==> config.mk <==
export PLATFORM = sky130hd
export DESIGN_NAME = iir_direct_form_one_flat
export DESIGN_NICKNAME = d
export VERILOG_FILES = /design/src/rtl/core/iirdf1_pkg.sv /design/src/rtl/core/iirdf1_if.sv /design/src/rtl/core/iirdf1_tap_cell.sv /design/src/rtl/core/iirdf1_round_sat.sv /design/src/rtl/core/iirdf1_cfg_regs.sv /design/src/rtl/core/iir_direct_form_one.sv /design/src/flat_wrapper.sv
export SDC_FILE = /design/constraint.sdc
export NUM_CORES = 2
export LEC_CHECK = 0
export BUFFER_PORTS_ARGS = -buffer_cell sky130_fd_sc_hd__buf_2
export CAP_MARGIN = 20
export CORE_ASPECT_RATIO = 1.5
export CORE_MARGIN = 1.5
export CORE_UTILIZATION = 45
export CTS_BUF_LIST = sky130_fd_sc_hd__clkbuf_8
export CTS_CLUSTER_SIZE = 28
export DETAILED_ROUTE_END_ITERATION = 8
export GPL_TIMING_DRIVEN = 0
export SYNTH_ARGS = -nofsm -noshare
export SYNTH_HDL_FRONTEND = slang
export SYNTH_SLANG_ARGS = --single-unit
==> constraint.sdc <==
create_clock -name clk -period 8.1 [get_ports clk]
set_input_delay 0.81 -clock clk [delete_from_list [all_inputs] [get_ports clk]]
set_output_delay 0.81 -clock clk [all_outputs]
set_load 0.01 [all_outputs]
==> src/rtl/core/iirdf1_pkg.sv <==
// Shared constants and types for the direct form I IIR filter.
`timescale 1ns / 1ps
`default_nettype none

package iirdf1_pkg;

  localparam int COEF_BITS       = 16;
  localparam int FRAC_BITS       = 14;
  localparam int NUM_REGS        = 5;
  localparam int CFG_ADDR_W      = 5;
  localparam int CFG_DATA_W      = 32;

  localparam int FF_TAPS_DEF     = 3;
  localparam int FB_TAPS_DEF     = 2;
  localparam int SAMPLE_BITS_DEF = 16;

  localparam logic [COEF_BITS-1:0] COEF_B0_RST = COEF_BITS'(16384);

  // Register index, taken from the word address of the configuration port
  typedef enum logic [2:0] {
    REG_B0 = 3'd0,
    REG_B1 = 3'd1,
    REG_B2 = 3'd2,
    REG_A1 = 3'd3,
    REG_A2 = 3'd4
  } reg_idx_t;

  typedef logic [NUM_REGS-1:0][COEF_BITS-1:0] coef_bank_t;

endpackage

`default_nettype wire

==> src/rtl/core/iirdf1_if.sv <==
// Valid/ready channel interfaces for the sample input and the filtered output.
`timescale 1ns / 1ps
`default_nettype none

interface iirdf1_in_if #(
  parameter int SAMPLE_BITS = iirdf1_pkg::SAMPLE_BITS_DEF
);
  logic                   valid;
  logic                   ready;
  logic [SAMPLE_BITS-1:0] sample_in;

  modport source (output valid, output sample_in, input ready);
  modport sink   (input valid, input sample_in, output ready);
endinterface

interface iirdf1_out_if #(
  parameter int SAMPLE_BITS = iirdf1_pkg::SAMPLE_BITS_DEF
);
  logic                   valid;
  logic                   ready;
  logic [SAMPLE_BITS-1:0] filtered_out;
  logic                   saturated;

  modport source (output valid, output filtered_out, output saturated, input ready);
  modport sink   (input valid, input filtered_out, input saturated, output ready);
endinterface

`default_nettype wire

==> src/rtl/core/iirdf1_tap_cell.sv <==
// One tap of the filter: a history register, its product and a stage of the sum chain.
`timescale 1ns / 1ps
`default_nettype none

module iirdf1_tap_cell #(
  parameter int SAMPLE_BITS = iirdf1_pkg::SAMPLE_BITS_DEF,
  parameter int ACC_W       = iirdf1_pkg::COEF_BITS + iirdf1_pkg::SAMPLE_BITS_DEF + 3
) (
  input  logic                                 clk,
  input  logic                                 rst_n,
  input  logic                                 shift_en,
  input  logic [SAMPLE_BITS-1:0]               shift_in,
  input  logic signed [iirdf1_pkg::COEF_BITS-1:0] coef,
  input  logic                                 tok_in,
  input  logic signed [ACC_W-1:0]              psum_in,
  output logic [SAMPLE_BITS-1:0]               sample_q,
  output logic                                 tok_out,
  output logic signed [ACC_W-1:0]              psum_out
);
  import iirdf1_pkg::*;

  localparam int PROD_W = COEF_BITS + SAMPLE_BITS;

  logic [SAMPLE_BITS-1:0]   sample_r, sample_nxt;
  logic signed [PROD_W-1:0] prod_r, prod_nxt;
  logic signed [ACC_W-1:0]  psum_r, psum_nxt;
  logic                     tok_r;

  always_comb begin
    sample_nxt = shift_en ? shift_in : sample_r;
    prod_nxt   = coef * $signed(sample_r);
    psum_nxt   = psum_in + $signed({{(ACC_W-PROD_W){prod_r[PROD_W-1]}}, prod_r});
  end

  always_ff @(posedge clk) begin
    if (!rst_n) begin
      sample_r <= '0;
      tok_r    <= 1'b0;
    end else begin
      sample_r <= sample_nxt;
      tok_r    <= tok_in;
    end
  end

  // Product and partial sum carry no reset; the partial sum holds between tokens
  always_ff @(posedge clk) begin
    prod_r <= prod_nxt;
    if (tok_in) begin
      psum_r <= psum_nxt;
    end
  end

  assign sample_q = sample_r;
  assign tok_out  = tok_r;
  assign psum_out = psum_r;

endmodule

`default_nettype wire

==> src/rtl/core/iirdf1_round_sat.sv <==
// Round the Q.14 accumulator half up and clamp it to the sample range.
`timescale 1ns / 1ps
`default_nettype none

module iirdf1_round_sat #(
  parameter int SAMPLE_BITS = iirdf1_pkg::SAMPLE_BITS_DEF,
  parameter int ACC_W       = iirdf1_pkg::COEF_BITS + iirdf1_pkg::SAMPLE_BITS_DEF + 3
) (
  input  logic signed [ACC_W-1:0] acc,
  output logic [SAMPLE_BITS-1:0]  y,
  output logic                    sat
);
  import iirdf1_pkg::*;

  localparam logic signed [ACC_W:0] MAXV =
    $signed({{(ACC_W-SAMPLE_BITS+2){1'b0}}, {(SAMPLE_BITS-1){1'b1}}});
  localparam logic signed [ACC_W:0] MINV = ~MAXV;
  localparam logic signed [ACC_W:0] HALF = $signed((ACC_W+1)'(1) << (FRAC_BITS-1));

  logic signed [ACC_W:0] biased;
  logic signed [ACC_W:0] rounded;
  logic                  over, under;

  always_comb begin
    biased  = $signed({acc[ACC_W-1], acc}) + HALF;
    rounded = biased >>> FRAC_BITS;
    over    = rounded > MAXV;
    under   = rounded < MINV;
    sat     = over | under;
    if (over) begin
      y = MAXV[SAMPLE_BITS-1:0];
    end else if (under) begin
      y = MINV[SAMPLE_BITS-1:0];
    end else begin
      y = rounded[SAMPLE_BITS-1:0];
    end
  end

endmodule

`default_nettype wire

==> src/rtl/core/iirdf1_cfg_regs.sv <==
// APB coefficient register bank.
`timescale 1ns / 1ps
`default_nettype none

module iirdf1_cfg_regs (
  input  logic                               clk,
  input  logic                               rst_n,
  input  logic                               psel,
  input  logic                               penable,
  input  logic                               pwrite,
  input  logic [iirdf1_pkg::CFG_ADDR_W-1:0]  paddr,
  input  logic [iirdf1_pkg::CFG_DATA_W-1:0]  pwdata,
  output logic [iirdf1_pkg::CFG_DATA_W-1:0]  prdata,
  output logic                               pready,
  output iirdf1_pkg::coef_bank_t             coefs
);
  import iirdf1_pkg::*;

  // b0 sits in the lowest slice; every other coefficient resets to zero
  localparam coef_bank_t COEF_RST = {{((NUM_REGS-1)*COEF_BITS){1'b0}}, COEF_B0_RST};

  coef_bank_t coef_r, coef_nxt;
  reg_idx_t   idx;
  logic       hit;
  logic       wr;
  logic [COEF_BITS-1:0] rd_val;

  always_comb begin
    idx    = reg_idx_t'(paddr[CFG_ADDR_W-1:2]);
    wr     = psel & penable & pwrite;
    case (idx)
      REG_B0, REG_B1, REG_B2, REG_A1, REG_A2: hit = 1'b1;
      default:                                hit = 1'b0;
    endcase
    coef_nxt = coef_r;
    if (wr && hit) begin
      coef_nxt[idx] = pwdata[COEF_BITS-1:0];
    end
    rd_val = hit ? coef_r[idx] : '0;
    prdata = {{(CFG_DATA_W-COEF_BITS){rd_val[COEF_BITS-1]}}, rd_val};
  end

  always_ff @(posedge clk) begin
    if (!rst_n) begin
      coef_r <= COEF_RST;
    end else begin
      coef_r <= coef_nxt;
    end
  end

  assign pready = 1'b1;
  assign coefs  = coef_r;

endmodule

`default_nettype wire

==> src/rtl/core/iir_direct_form_one.sv <==
// Top level of the direct form I IIR filter.
`timescale 1ns / 1ps
`default_nettype none

// Direct form I IIR filter, y[n] = sum b[k]*x[n-k] + sum a[k]*y[n-k], with Q2.14
// coefficients set over the APB port (b0, b1, b2, a1, a2 at byte addresses 0 to 16;
// b0 resets to 1.0, the rest to zero; the feedback products are added). The input and
// output histories live in a row of tap cells, one per tap; after a sample transfer
// the partial sum walks down the row one cell per cycle, then is rounded half up,
// clamped to the sample range (saturated set when clamped) and placed in the output
// register. One sample is in flight at a time: a sample transfer launches the row through
// the go1 and go2 registers, the partial sum then passes each cell in turn, and the
// output register is loaded before the earliest next sample transfer.
// The next sample is taken while a result still waits in the output register; a
// result that cannot leave holds the row.
module iir_direct_form_one #(
  parameter int FF_TAPS     = iirdf1_pkg::FF_TAPS_DEF,
  parameter int FB_TAPS     = iirdf1_pkg::FB_TAPS_DEF,
  parameter int SAMPLE_BITS = iirdf1_pkg::SAMPLE_BITS_DEF
) (
  input  logic                              clk,
  input  logic                              rst_n,
  iirdf1_in_if.sink                         in_ch,
  iirdf1_out_if.source                      out_ch,
  input  logic                              cfg_psel,
  input  logic                              cfg_penable,
  input  logic                              cfg_pwrite,
  input  logic [iirdf1_pkg::CFG_ADDR_W-1:0] cfg_paddr,
  input  logic [iirdf1_pkg::CFG_DATA_W-1:0] cfg_pwdata,
  output logic [iirdf1_pkg::CFG_DATA_W-1:0] cfg_prdata,
  output logic                              cfg_pready
);
  import iirdf1_pkg::*;

  localparam int N_CELLS = FF_TAPS + FB_TAPS;
  localparam int ACC_W   = COEF_BITS + SAMPLE_BITS + 3;

  coef_bank_t coef_bank;

  logic [SAMPLE_BITS-1:0]  hist [N_CELLS];
  logic                    tok  [N_CELLS];
  logic signed [ACC_W-1:0] psum [N_CELLS];

  logic                   in_xfer;
  logic                   y_load;
  logic [SAMPLE_BITS-1:0] y_sat;
  logic                   sat;

  logic busy_r, busy_nxt;
  logic go1_r, go2_r;
  logic pend_r, pend_nxt;
  logic out_vld_r, out_vld_nxt;
  logic [SAMPLE_BITS-1:0] y_r;
  logic                   sat_r;

  iirdf1_cfg_regs u_cfg (
    .clk     (clk),
    .rst_n   (rst_n),
    .psel    (cfg_psel),
    .penable (cfg_penable),
    .pwrite  (cfg_pwrite),
    .paddr   (cfg_paddr),
    .pwdata  (cfg_pwdata),
    .prdata  (cfg_prdata),
    .pready  (cfg_pready),
    .coefs   (coef_bank)
  );

  for (genvar k = 0; k < N_CELLS; k++) begin : g_cell
    logic [SAMPLE_BITS-1:0]        sh_in;
    logic                          sh_en;
    logic signed [COEF_BITS-1:0]   coef;
    logic                          tok_i;
    logic signed [ACC_W-1:0]       ps_i;

    if (k == 0) begin : g_head
      assign sh_in = in_ch.sample_in;
      assign tok_i = go2_r;
      assign ps_i  = '0;
    end else begin : g_link
      if (k == FF_TAPS) begin : g_fb_head
        assign sh_in = y_sat;
      end else begin : g_pass
        assign sh_in = hist[k-1];
      end
      assign tok_i = tok[k-1];
      assign ps_i  = psum[k-1];
    end

    if (k < FF_TAPS) begin : g_ff
      assign sh_en = in_xfer;
      assign coef  = $signed(coef_bank[k]);
    end else begin : g_fb
      assign sh_en = y_load;
      assign coef  = $signed(coef_bank[int'(REG_A1) + k - FF_TAPS]);
    end

    iirdf1_tap_cell #(
      .SAMPLE_BITS (SAMPLE_BITS),
      .ACC_W       (ACC_W)
    ) u_tap (
      .clk      (clk),
      .rst_n    (rst_n),
      .shift_en (sh_en),
      .shift_in (sh_in),
      .coef     (coef),
      .tok_in   (tok_i),
      .psum_in  (ps_i),
      .sample_q (hist[k]),
      .tok_out  (tok[k]),
      .psum_out (psum[k])
    );
  end

  iirdf1_round_sat #(
    .SAMPLE_BITS (SAMPLE_BITS),
    .ACC_W       (ACC_W)
  ) u_round (
    .acc (psum[N_CELLS-1]),
    .y   (y_sat),
    .sat (sat)
  );

  always_comb begin
    in_xfer     = in_ch.valid & ~busy_r;
    // The last cell's sum holds until the output register is free
    y_load      = (tok[N_CELLS-1] | pend_r) & (~out_vld_r | out_ch.ready);
    pend_nxt    = (tok[N_CELLS-1] | pend_r) & ~y_load;
    busy_nxt    = (busy_r | in_xfer) & ~y_load;
    out_vld_nxt = y_load | (out_vld_r & ~out_ch.ready);
  end

  always_ff @(posedge clk) begin
    if (!rst_n) begin
      busy_r    <= 1'b0;
      go1_r     <= 1'b0;
      go2_r     <= 1'b0;
      pend_r    <= 1'b0;
      out_vld_r <= 1'b0;
    end else begin
      busy_r    <= busy_nxt;
      go1_r     <= in_xfer;
      go2_r     <= go1_r;
      pend_r    <= pend_nxt;
      out_vld_r <= out_vld_nxt;
    end
  end

  always_ff @(posedge clk) begin
    if (y_load) begin
      y_r   <= y_sat;
      sat_r <= sat;
    end
  end

  assign in_ch.ready         = ~busy_r;
  assign out_ch.valid        = out_vld_r;
  assign out_ch.filtered_out = y_r;
  assign out_ch.saturated    = sat_r;

endmodule

`default_nettype wire

==> src/flat_wrapper.sv <==
// flat-port wrapper written by rule: the top's interface ports become plain ports
module iir_direct_form_one_flat import iirdf1_pkg::*;
#(
  parameter int FF_TAPS     = iirdf1_pkg::FF_TAPS_DEF,
  parameter int FB_TAPS     = iirdf1_pkg::FB_TAPS_DEF,
  parameter int SAMPLE_BITS = iirdf1_pkg::SAMPLE_BITS_DEF
)
  (clk, rst_n, cfg_psel, cfg_penable, cfg_pwrite, cfg_paddr, cfg_pwdata, cfg_prdata, cfg_pready, in_ch_valid, in_ch_sample_in, in_ch_ready, out_ch_valid, out_ch_filtered_out, out_ch_saturated, out_ch_ready);
  iirdf1_in_if #(.SAMPLE_BITS(SAMPLE_BITS)) in_ch_i ();
  iirdf1_out_if #(.SAMPLE_BITS(SAMPLE_BITS)) out_ch_i ();
  input  logic clk;
  input  logic rst_n;
  input  logic cfg_psel;
  input  logic cfg_penable;
  input  logic cfg_pwrite;
  input  logic [iirdf1_pkg::CFG_ADDR_W-1:0] cfg_paddr;
  input  logic [iirdf1_pkg::CFG_DATA_W-1:0] cfg_pwdata;
  output logic [iirdf1_pkg::CFG_DATA_W-1:0] cfg_prdata;
  output logic cfg_pready;
  input wire logic [$bits(in_ch_i.valid)-1:0] in_ch_valid;
  input wire logic [$bits(in_ch_i.sample_in)-1:0] in_ch_sample_in;
  output wire logic [$bits(in_ch_i.ready)-1:0] in_ch_ready;
  output wire logic [$bits(out_ch_i.valid)-1:0] out_ch_valid;
  output wire logic [$bits(out_ch_i.filtered_out)-1:0] out_ch_filtered_out;
  output wire logic [$bits(out_ch_i.saturated)-1:0] out_ch_saturated;
  input wire logic [$bits(out_ch_i.ready)-1:0] out_ch_ready;
  assign in_ch_i.valid = in_ch_valid;
  assign in_ch_i.sample_in = in_ch_sample_in;
  assign in_ch_ready = in_ch_i.ready;
  assign out_ch_valid = out_ch_i.valid;
  assign out_ch_filtered_out = out_ch_i.filtered_out;
  assign out_ch_saturated = out_ch_i.saturated;
  assign out_ch_i.ready = out_ch_ready;
  iir_direct_form_one #(.FF_TAPS(FF_TAPS), .FB_TAPS(FB_TAPS), .SAMPLE_BITS(SAMPLE_BITS)) u_core (.clk(clk), .rst_n(rst_n), .in_ch(in_ch_i), .out_ch(out_ch_i), .cfg_psel(cfg_psel), .cfg_penable(cfg_penable), .cfg_pwrite(cfg_pwrite), .cfg_paddr(cfg_paddr), .cfg_pwdata(cfg_pwdata), .cfg_prdata(cfg_prdata), .cfg_pready(cfg_pready));
endmodule
* Yosys cells after proc, flatten, opt, wreduce, memory -nomap -nowiden
Index checks and enable logic that the tools add are counted.
Widths: inputs -> output; s select.
** Word-level totals
- Output and inout bits :: 52
- Flip-flop bits (word level) :: 519
- Logic and storage cells :: 79
** Cells by class
- Bitwise logic cells :: 16
- Add/subtract/negate cells :: 5
- Mux-type cells :: 9
- $lt $le $gt $ge :: 4
- Reductions and logical operators :: 4
- Multiply operators :: 5
- Equal/unequal tests :: 4
** Operator list (number)
- $mul 16x16->32 :: 5
- $add 35x32->35 :: 3
- $bwmux 80 :: 1
- $mux 16 :: 5
- $bmux 16 s3 :: 1
- $demux 16 s3 :: 1
- $add 35x15->36 const B :: 1
- $add 32x32->33 :: 1
- $gt 22x16->1 const B :: 1
- $lt 22x16->1 const B :: 1
- $and 1x1->1 :: 7
- $eq 3x2->1 const B :: 2
- $or 1x1->1 :: 5
- $reduce_or 5->1 :: 1
- $lt 3x4->1 const B :: 1
- $not 1->1 :: 4
- $eq 3x1->1 const B :: 1
- $eq 3x3->1 const B :: 1
- $ge 3x1->1 const B :: 1
- $logic_not 3->1 :: 1
- $logic_and 1x1->1 :: 2
- $mux 1 :: 1

* Logic depth before layout (Yosys ltp)
- Word-level depth :: 5
- Mapped depth :: 24
- Gate-level depth less buffers :: 23

* Modules after synthesis
From an unflattened synthesis, not the netlist that was laid out.
** Second synthesis, totals
- Cell total of the unflattened synthesis :: 7874
- Area total of the unflattened synthesis :: 74961.9 sq um
** Modules (own cells, without submodules)
- iirdf1_tap_cell at u_core.g_cell[0].u_tap :: instances 1, area an instance 14024.7 sq um, cells an instance 1491, seq. area each 2031.9 sq um
- iirdf1_tap_cell at u_core.g_cell[2].u_tap :: instances 1, area an instance 13959.6 sq um, cells an instance 1478, seq. area each 2031.9 sq um
- iirdf1_tap_cell at u_core.g_cell[3].u_tap :: instances 1, area an instance 13862.0 sq um, cells an instance 1452, seq. area each 2031.9 sq um
- iirdf1_tap_cell at u_core.g_cell[4].u_tap :: instances 1, area an instance 13849.5 sq um, cells an instance 1442, seq. area each 2031.9 sq um
- iirdf1_tap_cell at u_core.g_cell[1].u_tap :: instances 1, area an instance 13843.3 sq um, cells an instance 1453, seq. area each 2031.9 sq um
- iirdf1_cfg_regs :: instances 1, area an instance 3910.0 sq um, cells an instance 410, seq. area each 1601.5 sq um
- iirdf1_round_sat :: instances 1, area an instance 820.8 sq um, cells an instance 115, seq. area each 0.0 sq um
- iir_direct_form_one :: instances 1, area an instance 691.9 sq um, cells an instance 33, seq. area each 610.6 sq um

* Least setup slack after synthesis
Ideal clock, no wire load.
- Path type :: reg2reg
- From :: reg u_core.u_cfg.coef_r (netlist bit u_core.u_cfg.coefs[15])
- To :: reg u_core.g_cell[0].u_tap.prod_r[31]
- Arrival time :: 6.474 ns
- Setup time :: 0.072 ns
- Path slack :: 1.553 ns
- Cell stages (with the launch flop) :: 23
- Data required time :: 8.028 ns
- Cells stage by stage :: dfxtp_1 clkbuf_1 clkbuf_1 nand2_1 inv_1 fa_1 fa_1 fa_1 fa_1 fa_1 inv_1 fa_1 inv_1 ha_1 and4_4 and2_1 o31a_1 or3_1 o311ai_2 a21oi_2 or3_1 a21oi_1 xnor2_1
** Between the ends
- Cells in the longest elaborated chain, start to end :: 1
** RTL lines
- start: declaration :: RTL line iirdf1_cfg_regs.sv:22 : coef_bank_t coef_r, coef_nxt;
- start signal: assignment :: RTL line iirdf1_cfg_regs.sv:47 : coef_r <= coef_nxt;
- $mul 16x16->32 :: RTL line iirdf1_tap_cell.sv:31 : prod_nxt = coef * $signed(sample_r);
- net u_core.g_cell[0].u_tap.prod_nxt[31] :: RTL line iirdf1_tap_cell.sv:25 : logic signed [PROD_W-1:0] prod_r, prod_nxt;
- end signal: assignment :: RTL line iirdf1_tap_cell.sv:47 : prod_r <= prod_nxt;
- end: declaration :: RTL line iirdf1_tap_cell.sv:25
The timed path passes the listed nets, and every way through them passes these cells.
A chain may end at the register's enable or synchronous reset.

* Final worst setup path
- From :: reg u_core.u_cfg.coef_r (netlist bit u_core.u_cfg.coefs[25])
- To :: reg u_core.g_cell[1].u_tap.prod_r[30]
** Between the ends
- Cells in the longest elaborated chain, start to end :: 1
** RTL lines (RTL line)
- $mul 16x16->32 :: iirdf1_tap_cell.sv:31
- net u_core.g_cell[1].u_tap.prod_nxt[30] :: iirdf1_tap_cell.sv:25
- end signal: assignment :: iirdf1_tap_cell.sv:47
- end: declaration :: iirdf1_tap_cell.sv:25
The timed path passes the listed nets, and every way through them passes these cells.

==> metrics.txt <==
status=complete, no violations; cts bufs inserted=88; Total GRT Usage=27.76%; DR vias=between 50,000 and 60,000; r2r startpoint=u_core.u_cfg.coefs[25]; number of port buffers=just under 90; GR peak layer=met2; slew margin rel.=16.94%; io pins=112; Overflow after GRT=0; Reg clk slew, reported paths=0.06 ns; fillers=15,030; GP Congestion=0.9664; CTS tree=yes; min Tclk post-route=~7.9 ns; crit path cell chain=clkbuf_1 > nand2_1 > fa_1 > fa_1 > fa_1 > inv_1 > fa_1 > fa_1 > inv_1 > fa_1 > inv_1 > ha_1 > a21oi_1 > o21ai_0 > a211oi_1 > o31a_1 > o2bb2ai_1 > o41ai_1 > o2111ai_1 > a21oi_1 > xnor2_1; Crit Path Category=reg -> reg; DIE HEIGHT=489.4 um; Worst VDD drop=0.1356 mV; clock sink total=504; sequential-to-total area share from yosys stat=16.67%; Placed Area=roughly 74,000 sq um; worst-margin pin slew=1.246 ns; final setup fails=0; period utilisation layout=around 97%; post-synth design cell area=70,980 sq um; critical path startpoint category=register; Max Freq=126.8 MHz; Final Skew=approximately 0.074 ns; Synth Instances=roughly 7,500; worst hold margin=between 0.3 and 0.4 ns; r2r endpoint=u_core.g_cell[1].u_tap.prod_r[30]; Initial Util=between 40% and 50%; final-report hold violation count=0; FP Rows=approximately 180; Hold Path Depth=3; max-slew violation count=0; global-route wire length before repair=between 300,000 and 400,000 um; residual DRC count=0; area of the multi-input gates=52,320 sq um; core area=between 150,000 and 200,000 sq um; post-route cell area=around 76,000 sq um; Top FF cell, synth=dfxtp_1; CP startpoint=u_core.u_cfg.coefs[25]; largest net degree at the start of global routing=37; final WL=214,500 um; NumNets Final=between 9,000 and 10,000; Post-synth EDFFs=about 170; cell repeated most along the worst path=fa_1; average size of a mapped cell=9.431 sq um; Hold Crit Start=in_ch_sample_in[12]; number of antenna violations at the first check in global routing=33; met1 usage=29.31%; routed len/inst=~22 um; Routed Antenna Nets=0; CTS root buf=clkbuf_8; Worst EP arrival=8.48 ns; maxcap violations=0; starting DRC count in detailed routing=3,067; critical path's largest stage delay=about 0.8 ns; syn nets=9,442; most frequent cells in the layout=1,531 x inv_1, 1,313 x fa_1, 955 x nand2_1, 650 x and2_1, 543 x ha_1; Pwr per Cell Area=76.35 nW/um^2; layout cells sized above 1=3.730%; Yosys warnings=0; DIE AREA=160,200 sq um; Die Width=327.3 um; Setup crit end kind=register; leakage=between 30 and 40 nW; vias in the first global route=56,590; area grow syn2layout=7.321%; Critical-path top delay cell=dfxtp_1; CP required=8.70 ns; clk buf depth=3; CP max FO=10; met3 Use GR=between 3 and 4%; first-pass detailed-route iteration total=6; H-Tree Depth=3; RSZ-0062 raised after global routing=true; Post-DP HPWL=179,700 um; R2R depth=21; Reg area=11,840 sq um; Worst Hold Endpoint=u_core.g_cell[0].u_tap.sample_q[12]; HP Class=in -> reg; setup slack, reg-to-reg=0.22 ns; met2 Usage GRT=49.88%; Netlist cell types=86; # hold bufs at CTS=0; register bit total from synthesis=504; via/cell ratio=approximately 5.3; Clock Latency Late Sink=0.81 ns; commonest non-fill, non-tap cell in the layout=inv_1; ys async rst share=0%
cell usage after synthesis, types with 7 or more instances:
| cell | count | area, sq um |
|---|---|---|
| o22ai_1 | 9 | 56.30 |
| nor2b_1 | 40 | 250.2 |
| edfxtp_1 | 174 | 5225 |
| o21bai_1 | 38 | 285.3 |
| inv_1 | 1506 | 5653 |
| fa_1 | 1313 | 26290 |
| o31ai_1 | 8 | 60.06 |
| o21a_1 | 35 | 262.8 |
| o211a_1 | 20 | 200.2 |
| a21oi_1 | 237 | 1186 |
| a211o_1 | 7 | 61.31 |
| dfxtp_1 | 330 | 6606 |
| mux2i_1 | 40 | 400.4 |
| and3_1 | 33 | 206.5 |
| o21ai_0 | 132 | 660.6 |
| nand4_1 | 19 | 118.9 |
| nor2_1 | 227 | 852.1 |
| o211ai_1 | 17 | 127.6 |
| a21boi_0 | 136 | 1021 |
| nor3_1 | 44 | 220.2 |
| a221oi_1 | 7 | 61.31 |
| and2_1 | 650 | 4066 |
| ha_1 | 543 | 6794 |
| a211oi_1 | 27 | 202.7 |
| clkbuf_1 | 280 | 1051 |
| xnor2_1 | 220 | 1927 |
| o2111ai_1 | 7 | 61.31 |
| and4_1 | 8 | 70.07 |
| a31oi_1 | 15 | 93.84 |
| o221ai_1 | 7 | 61.31 |
| xor2_1 | 68 | 595.6 |
| nand2_1 | 955 | 3585 |
| or2_2 | 11 | 68.82 |
| buf_4 | 17 | 127.6 |
| nand3_1 | 60 | 300.3 |
| o21ai_1 | 7 | 35.03 |
| or3_1 | 17 | 106.4 |
| nand2b_1 | 61 | 381.6 |
| a21o_1 | 100 | 750.7 |
routing by layer:
layer / wire [um] / up-vias / part of all wire [%]
met5: 23 / - / 0.011
met4: 19480 / 6 / 9.1
met3: 11340 / 643 / 5.3
met2: 109700 / 1645 / 51
met1: 74040 / 26370 / 35
li1: - / 23510 / -
worst max-delay path by stage:
stage / end / slack (ns) / cells after the start
2_1_floorplan: u_core.g_cell[0].u_tap.prod_r[31] / 1.55 / 22
3_5_place_dp: u_core.g_cell[1].u_tap.prod_r[31] / 0.11 / 22
5_1_grt: u_core.g_cell[1].u_tap.prod_r[30] / -0.06 / 21
3_3_place_gp: u_core.g_cell[1].u_tap.prod_r[17] / 0.13 / 21
4_1_cts: u_core.g_cell[1].u_tap.prod_r[30] / 0.11 / 22
6_report: u_core.g_cell[1].u_tap.prod_r[30] / 0.22 / 21
cells by family after synthesis:
group | synth area share [%]
compound gates | 8.250
xor+xnor | 3.554
fa+ha+maj | 46.61
buf+inv | 9.653
flops | 16.67
mux | 0.5800
other cells | 0.005283
simple gates | 14.68
state kept, by name, summed over array words and instances, names as in the netlist, 5 cells and up:
name / count
u_core.out_ch.filtered_out: 16
u_core.g_cell.u_tap.sample_q: 80
u_core.g_cell.u_tap.prod_r: 160
u_core.g_cell.u_tap.psum_out: 157
u_core.g_cell.u_tap.tok_out: 5
u_core.u_cfg.coefs: 80
stage by stage:
step	total power [W]	std cells	setup slack (ns)	util, %	TNS (ns)
after floorplan	0.003018	7526	1.553	-	0
after global placement	0.003219	9685	0.1279	47.20	0
after detailed placement	0.003225	9689	0.1097	47.26	0
after CTS	0.005879	9850	0.1109	48.52	0
after global routing	0.006038	9871	-0.05644	48.56	-0.05644
final	0.005816	9885	0.2166	48.58	0
power by group:
group	internal (W)	total (W)	switching [W]
clock network	0.00147	0.00264	0.00117
registers	0.00265	0.00270	0.0000438
logic	0.000167	0.000479	0.000312
total	0.00429	0.00582	0.00152
critical path: cells and delay by family, from the launching register on:
family | cells | cell delay (ns)
fa+ha+maj | 7 | 3.38
compound gates | 8 | 2.12
flops | 1 | 0.79
buf+inv | 4 | 0.77
xor+xnor | 1 | 0.48
simple gates | 1 | 0.16
final cells by class:
class | instances | share of cell area [%]
antenna | 40 | 0.1314
buffer | 296 | 1.554
clock buffer | 104 | 1.879
clock inverter | 57 | 0.7162
inverter | 1507 | 7.426
multi-input combinational | 5214 | 68.68
sequential | 504 | 15.54
tap | 2070 | 3.400
timing repair buffer | 93 | 0.6751
what timing repair did:
action | CTS | global route
endpoints found under the setup margin | 0 | 10
gates resized for setup | 0 | 14
setup buffers | 0 | 0
Note: power is estimated with default switching activity, not from simulation.
